### src/design/rbs_pkg.sv
// Shared types and constants for the RGBA bilinear sampler.
package rbs_pkg;

  localparam int DEF_MAX_WIDTH  = 64;
  localparam int DEF_MAX_HEIGHT = 64;
  localparam int DEF_FRAC_BITS  = 8;

  localparam int POS_W = 14;
  localparam int PIX_W = 32;
  localparam int CMD_W = 2;
  localparam int CFG_W = 7;
  localparam int IDX_W = 1;

  localparam logic [CMD_W-1:0] CMD_WRITE  = 2'd0;
  localparam logic [CMD_W-1:0] CMD_READ   = 2'd1;
  localparam logic [CMD_W-1:0] CMD_SAMPLE = 2'd2;

  localparam logic [IDX_W-1:0] REG_IMAGE_WIDTH  = 1'b0;
  localparam logic [IDX_W-1:0] REG_IMAGE_HEIGHT = 1'b1;

  localparam logic [CFG_W-1:0] IMAGE_SIZE_RESET = 7'd64;

  typedef enum logic [2:0] {
    ST_IDLE,
    ST_WRITE,
    ST_FETCH,
    ST_DRAIN,
    ST_DONE
  } state_t;

  typedef struct packed {
    logic       load;
    logic       mem_rd;
    logic       mem_wr;
    logic [1:0] sel;
    logic       mac_en;
    logic       mac_first;
    logic       res_load;
    logic       out_load;
  } ctrl_cmd_t;

  typedef struct packed {
    logic [CMD_W-1:0] in_cmd;
    logic             in_inside;
    logic             sample;
  } ctrl_stat_t;

endpackage

### src/design/rbs_ctrl.sv
// Sequencer for the RGBA bilinear sampler: handshakes, neighbor steps, result hand-off.
module rbs_ctrl (
  input  logic               clk,
  input  logic               rst,
  input  logic               s_axis_tvalid,
  output logic               s_axis_tready,
  output logic               m_axis_tvalid,
  input  logic               m_axis_tready,
  input  rbs_pkg::ctrl_stat_t stat,
  output rbs_pkg::ctrl_cmd_t  cmd
);
  import rbs_pkg::*;

  state_t     state, state_next;
  logic [1:0] step, step_next;
  logic       out_valid;
  logic       accept;

  assign s_axis_tready = (state == ST_IDLE);
  assign m_axis_tvalid = out_valid;
  assign accept        = s_axis_tvalid && s_axis_tready;

  always_ff @(posedge clk) begin
    if (rst) begin
      state <= ST_IDLE;
      step  <= 2'd0;
    end else begin
      state <= state_next;
      step  <= step_next;
    end
  end

  always_ff @(posedge clk) begin
    if (rst) begin
      out_valid <= 1'b0;
    end else if (cmd.out_load) begin
      out_valid <= 1'b1;
    end else if (m_axis_tready) begin
      out_valid <= 1'b0;
    end
  end

  always_comb begin
    state_next = state;
    step_next  = step;
    cmd        = '0;
    cmd.sel    = step;
    unique case (state)
      ST_IDLE: begin
        step_next = 2'd0;
        if (accept) begin
          cmd.load = 1'b1;
          if (!stat.in_inside) begin
            state_next = ST_DONE;
          end else begin
            unique case (stat.in_cmd) inside
              CMD_WRITE:                     state_next = ST_WRITE;
              CMD_READ, CMD_SAMPLE:          state_next = ST_FETCH;
              default:                       state_next = ST_DONE;
            endcase
          end
        end
      end
      ST_WRITE: begin
        cmd.mem_wr = 1'b1;
        cmd.sel    = 2'd0;
        state_next = ST_DONE;
      end
      ST_FETCH: begin
        cmd.mem_rd    = 1'b1;
        cmd.mac_en    = (step != 2'd0);
        cmd.mac_first = (step == 2'd1);
        if (!stat.sample || step == 2'd3) begin
          state_next = ST_DRAIN;
        end else begin
          step_next = step + 2'd1;
        end
      end
      ST_DRAIN: begin
        cmd.res_load = 1'b1;
        state_next   = ST_DONE;
      end
      ST_DONE: begin
        if (!out_valid || m_axis_tready) begin
          cmd.out_load = 1'b1;
          state_next   = ST_IDLE;
        end
      end
      default: state_next = ST_IDLE;
    endcase
  end

endmodule

### config.mk
export PLATFORM = sky130hd
export DESIGN_NAME = rbs_ctrl
export DESIGN_NICKNAME = d
export VERILOG_FILES = /design/src/design/rbs_pkg.sv /design/src/design/rbs_ctrl.sv
export SDC_FILE = /design/constraint.sdc
export NUM_CORES = 1
export LEC_CHECK = 0
export ABC_AREA = 1
export BUFFER_PORTS_ARGS = -buffer_cell sky130_fd_sc_hd__clkbuf_2
export CORE_AREA = 2 2 46 48
export DETAILED_ROUTE_END_ITERATION = 6
export DIE_AREA = 0 0 48 50
export GPL_TIMING_DRIVEN = 0
export HOLD_SLACK_MARGIN = 0.03
export MAX_ROUTING_LAYER = met4
export SYNTH_ARGS = -nofsm -noshare
export SYNTH_HDL_FRONTEND = slang
export SYNTH_SLANG_ARGS = --single-unit
### constraint.sdc
create_clock -name clk -period 2.9 [get_ports clk]
set_clock_uncertainty 0.05 [all_clocks]
set_input_delay 0.145 -clock clk [delete_from_list [all_inputs] [get_ports clk]]
set_output_delay 0.145 -clock clk [all_outputs]
set_load 0.01 [all_outputs]
; ---- After elaboration in Yosys (flattened, before gate mapping)
; Cells that the tools add are included.
[word_totals]
ff_bits = 6
in_bits = 8
out_inout_bits = 11
elab_cells = 48
[op_classes]
add_sub_neg = 1
eq_ne = 12
n_mux = 18
reduce_logical = 14
[op_table]
columns = op, count
row1 = $mux W3, 5
row2 = $pmux W3 S4, 1
row3 = $mux W1, 8
row4 = $eq A3 B2 Y1 const B, 2
row5 = $ne A2 B2 Y1 const B, 3
row6 = $pmux W3 S2, 1
row7 = $reduce_bool A2 Y1, 3
row8 = $eq A2 B1 Y1 const B, 2
row9 = $eq A2 B2 Y1 const B, 2
row10 = $mux W2, 2
row11 = $pmux W2 S2, 1
row12 = $reduce_or A2 Y1, 2
row13 = $eq A3 B1 Y1 const B, 1
row14 = $eq A3 B3 Y1 const B, 1
row15 = $logic_not A3 Y1, 1
row16 = $reduce_and A3 Y1, 1
row17 = $add A2 B1 Y2 const B, 1
row18 = $logic_not A1 Y1, 2
row19 = $logic_not A2 Y1, 1
row20 = $logic_or A1 B1 Y1, 2
row21 = $ne A2 B1 Y1 const B, 1
row22 = $reduce_and A2 Y1, 1
row23 = $logic_and A1 B1 Y1, 1

; ---- Longest topological paths before layout
[depth]
depth_word = 6
mapped_depth = 7

; ---- Worst setup path before layout
; OpenSTA, ideal clock, no wires.
[synth_timing]
kind = reg-to-reg
startpoint = register step[0]
endpoint = register state[2]
t_arrival_ns = 0.947
setup_slack_ns = 1.790
path_stages_with_launch = 8
n_path_buf = 0
cell_sequence = dfxtp_1 > ha_1 > nor2_1 > nand3_2 > nand3_2 > nand2_1 > nand2_1 > nor2_1
[synth_via]
elab_chain_cells = 4
[synth_rtl]
columns = item, line
row1 = "start, declared", rbs_ctrl.sv:15  ; logic [1:0] step, step_next;
row2 = "start signal, assigned", rbs_ctrl.sv:29  ; step <= step_next;
row3 = $eq A2 B2 Y1, rbs_ctrl.sv:73  ; if (!stat.sample || step == 2'd3) begin
row4 = $logic_or A1 B1 Y1, rbs_ctrl.sv:73
row5 = $ne A2 B2 Y1 (no source line), n/a
row6 = $reduce_and A3 Y1 (no source line), n/a
row7 = "end signal, assigned", rbs_ctrl.sv:28  ; state <= state_next;
row8 = "end, declared", rbs_ctrl.sv:14  ; state_t state, state_next;
; Every way passes these cells.
; A chain may end at the register's enable or synchronous reset.

==> out/qor.yml <==
wirelength_met1_um: 414
design.core.area_mm2: 0.00190
finalHoldViolCount: 0
min_path_cells: 2
grt_pass1_wl_um: 1730
synth_top_area_cell: "dfxtp_1"
grt_max_degree: 9
yosysSeqAreaShare_pct: 26.7
path_clk_slew_ns: 0.04
first_pass_iters: 3
hp-start: "rst"
crit_path_top_delay_cell: "dfxtp_1"
numCtsBuffers: 3
num_rows: 16
wirelength_um: 945
crit_chain: "inv_2 > nor4_2 > clkbuf_2"
drc: 0
rsz0062_at_grt: "no"
routed.top_layer: "met4"
p_leak_nw: 0.326
cts_max_level: 1
grt_usage_pct: 10.6
io_pins: 19
r2r-end: "state[2]$_SDFFE_PP0P_"
drive_gt1_share_pct: 33.7
layout.nets: 104
areaGrowthSynthToFinish_pct: 32.6
max_freq_mhz: 727
status: "complete, no violations"
mostFrequentLayoutCell: "clkbuf_2"
cts_root_buf: "clkbuf_4"
dieArea_mm2: 0.00240
multi_input_area_um2: 273
routed-wl-met2_um: 451
synth_top_cell_area_share_pct: 26.7
worstPathRequired_ns: 2.71
hold_buffers: 0
vdd_ir_drop_max_v: 0.000165
power.total_w: 0.000269
die_w_um: 48
avgSynthCellArea_um2: 6.61
crit_fanout: 5
hold_class: "in -> reg"
cts_buffer_depth: 2
start_util_pct: 23.6
n_antenna_cell: 0
synth_cell_types: 16
cts_tree: "built"
final_cell_mix: "clkbuf_2 (18), nor2_1 (14), inv_1 (13), nand2_1 (8)"
crit_path_max_incr_delay_ns: 0.40
finalMaxSlewViolations: 0
path_class: "reg -> out"
gp_congestion: 0.746
power_density_mw_per_mm2: 451
worst_hold_slack_ns: 0.107
io_buffers: 18
hold_end: "step[1]$_SDFFE_PP0P_"
comb_power_share_pct: 34.7
clkPwrFrac_pct: 27.9
arrival_ns: 1.18
path_buf_inv: 2
wl_met3_um: 26
switching_share_pct: 35.8
netlist_area_um2: 449
netlist_instances: 68
worst_slew_pin_slew_ns: 0.291
wire_per_inst_um: 8.15
ys_warn_count: 0
netSwitchingPower_w: 0.0000963
critPathLaunchType: "register"
num_vias: 465
r2r_cells: 7
rrSetupSlack_ns: 1.68
r2r-start: "step[0]$_SDFFE_PP0P_"
maxCapViolations: 0
fin_setup_tns_ns: 0
fin_crit_ns: 1.37
regArea_um2: 120
grt_pass1_vias: 435
slew_headroom_pct: 80.6
post_cts_buffers: 0
fillers: 215
place_area_um2: 573
clk_latency_ns: 0.24
intPower_w: 0.000172
gr-total-overflow: 0
drt_iter0_markers: 7
setup_violations: 0
design_area_um2: 596
final_core_util_pct: 31.3
antenna_found_initial: 0
cpLargestDelayFamily: "flip-flops"
cts_resized: 0
yosys-top-cells-area: "dfxtp_1 (27%), ha_1 (14%), nor2_1 (12%), inv_1 (11%), nand3_1 (6.7%)"
dp_hpwl_um: 791
clock_sinks: 6
ys_seq_elements: 6
die_y_um: 50
crit_path_end_kind: "primary output"
detail-route-antenna-nets: 0
viasPerCell: 4.01
synth_nets: 81
pwr-share-seq_pct: 37.5
fin_crit_sh_pct: 47.4
[power groups by stage]
stage	clock network [W]	logic [W]	registers (W)
after floorplan	0	0.0000632	0.000101
after global placement	0	0.0000933	0.000102
after detailed placement	0	0.0000942	0.000102
after CTS	0.0000788	0.0000947	0.000100
after global routing	0.0000853	0.000108	0.000103
final	0.0000748	0.0000931	0.000101
[synth_stat cells]
library cell and count:
nor3_1 1, a31oi_1 1, dfxtp_1 6, inv_2 2, nor2_1 14, nor2_2 2
nor3_2 1, nand2_1 8, ha_1 5, nand3_2 2, nand2_2 1, a21oi_1 2
inv_1 13, nand3_1 6, nor4_2 1, o21ai_0 3
[sequential cells by signal (all words and copies together) (netlist names)]
register / cells
m_axis_tvalid: 1
step: 2
state: 3
[area by class of cell]
type	instances	share of cell area, %
clock buffers	3	3.78
multi-input cells	47	45.8
flip-flops and latches	6	20.2
repair buffers	18	15.1
inverters	15	9.45
well taps	27	5.67
[worst max-delay path by stage]
stage                                from               endpoint  cells past startpoint
floorplan            step[0]$_SDFFE_PP0P_  state[2]$_SDFFE_PP0P_                      7
global placement     step[0]$_SDFFE_PP0P_  state[2]$_SDFFE_PP0P_                      7
detailed placement   step[0]$_SDFFE_PP0P_  state[2]$_SDFFE_PP0P_                      7
CTS                 state[2]$_SDFFE_PP0P_                 cmd[0]                      3
global route        state[0]$_SDFFE_PP0P_                 cmd[2]                      4
finish              state[2]$_SDFFE_PP0P_                 cmd[0]                      3
[per-stage QoR]
stage	std cells	setup slack (ns)
floorplan	68	1.79
global placement	113	1.70
detailed placement	113	1.69
CTS	116	1.51
global route	116	1.41
finish	116	1.53
[per-layer routing]
metal,global-route usage [%],up-vias
met3,1.10,5
met2,15.1,11
met5,-,-
met1,11.8,195
li1,-,254
met4,10.8,0
[cell families after synthesis]
| family | Yosys count | synth area share [%] |
|---|---|---|
| AND/OR/NAND/NOR | 36 | 39.8 |
| buffers and inverters | 15 | 12.5 |
| AO/OA/AOI/OAI | 6 | 6.96 |
| flip-flops | 6 | 26.7 |
| adder cells (fa/ha/maj) | 5 | 13.9 |
Note: power is estimated with default switching activity, not from simulation.
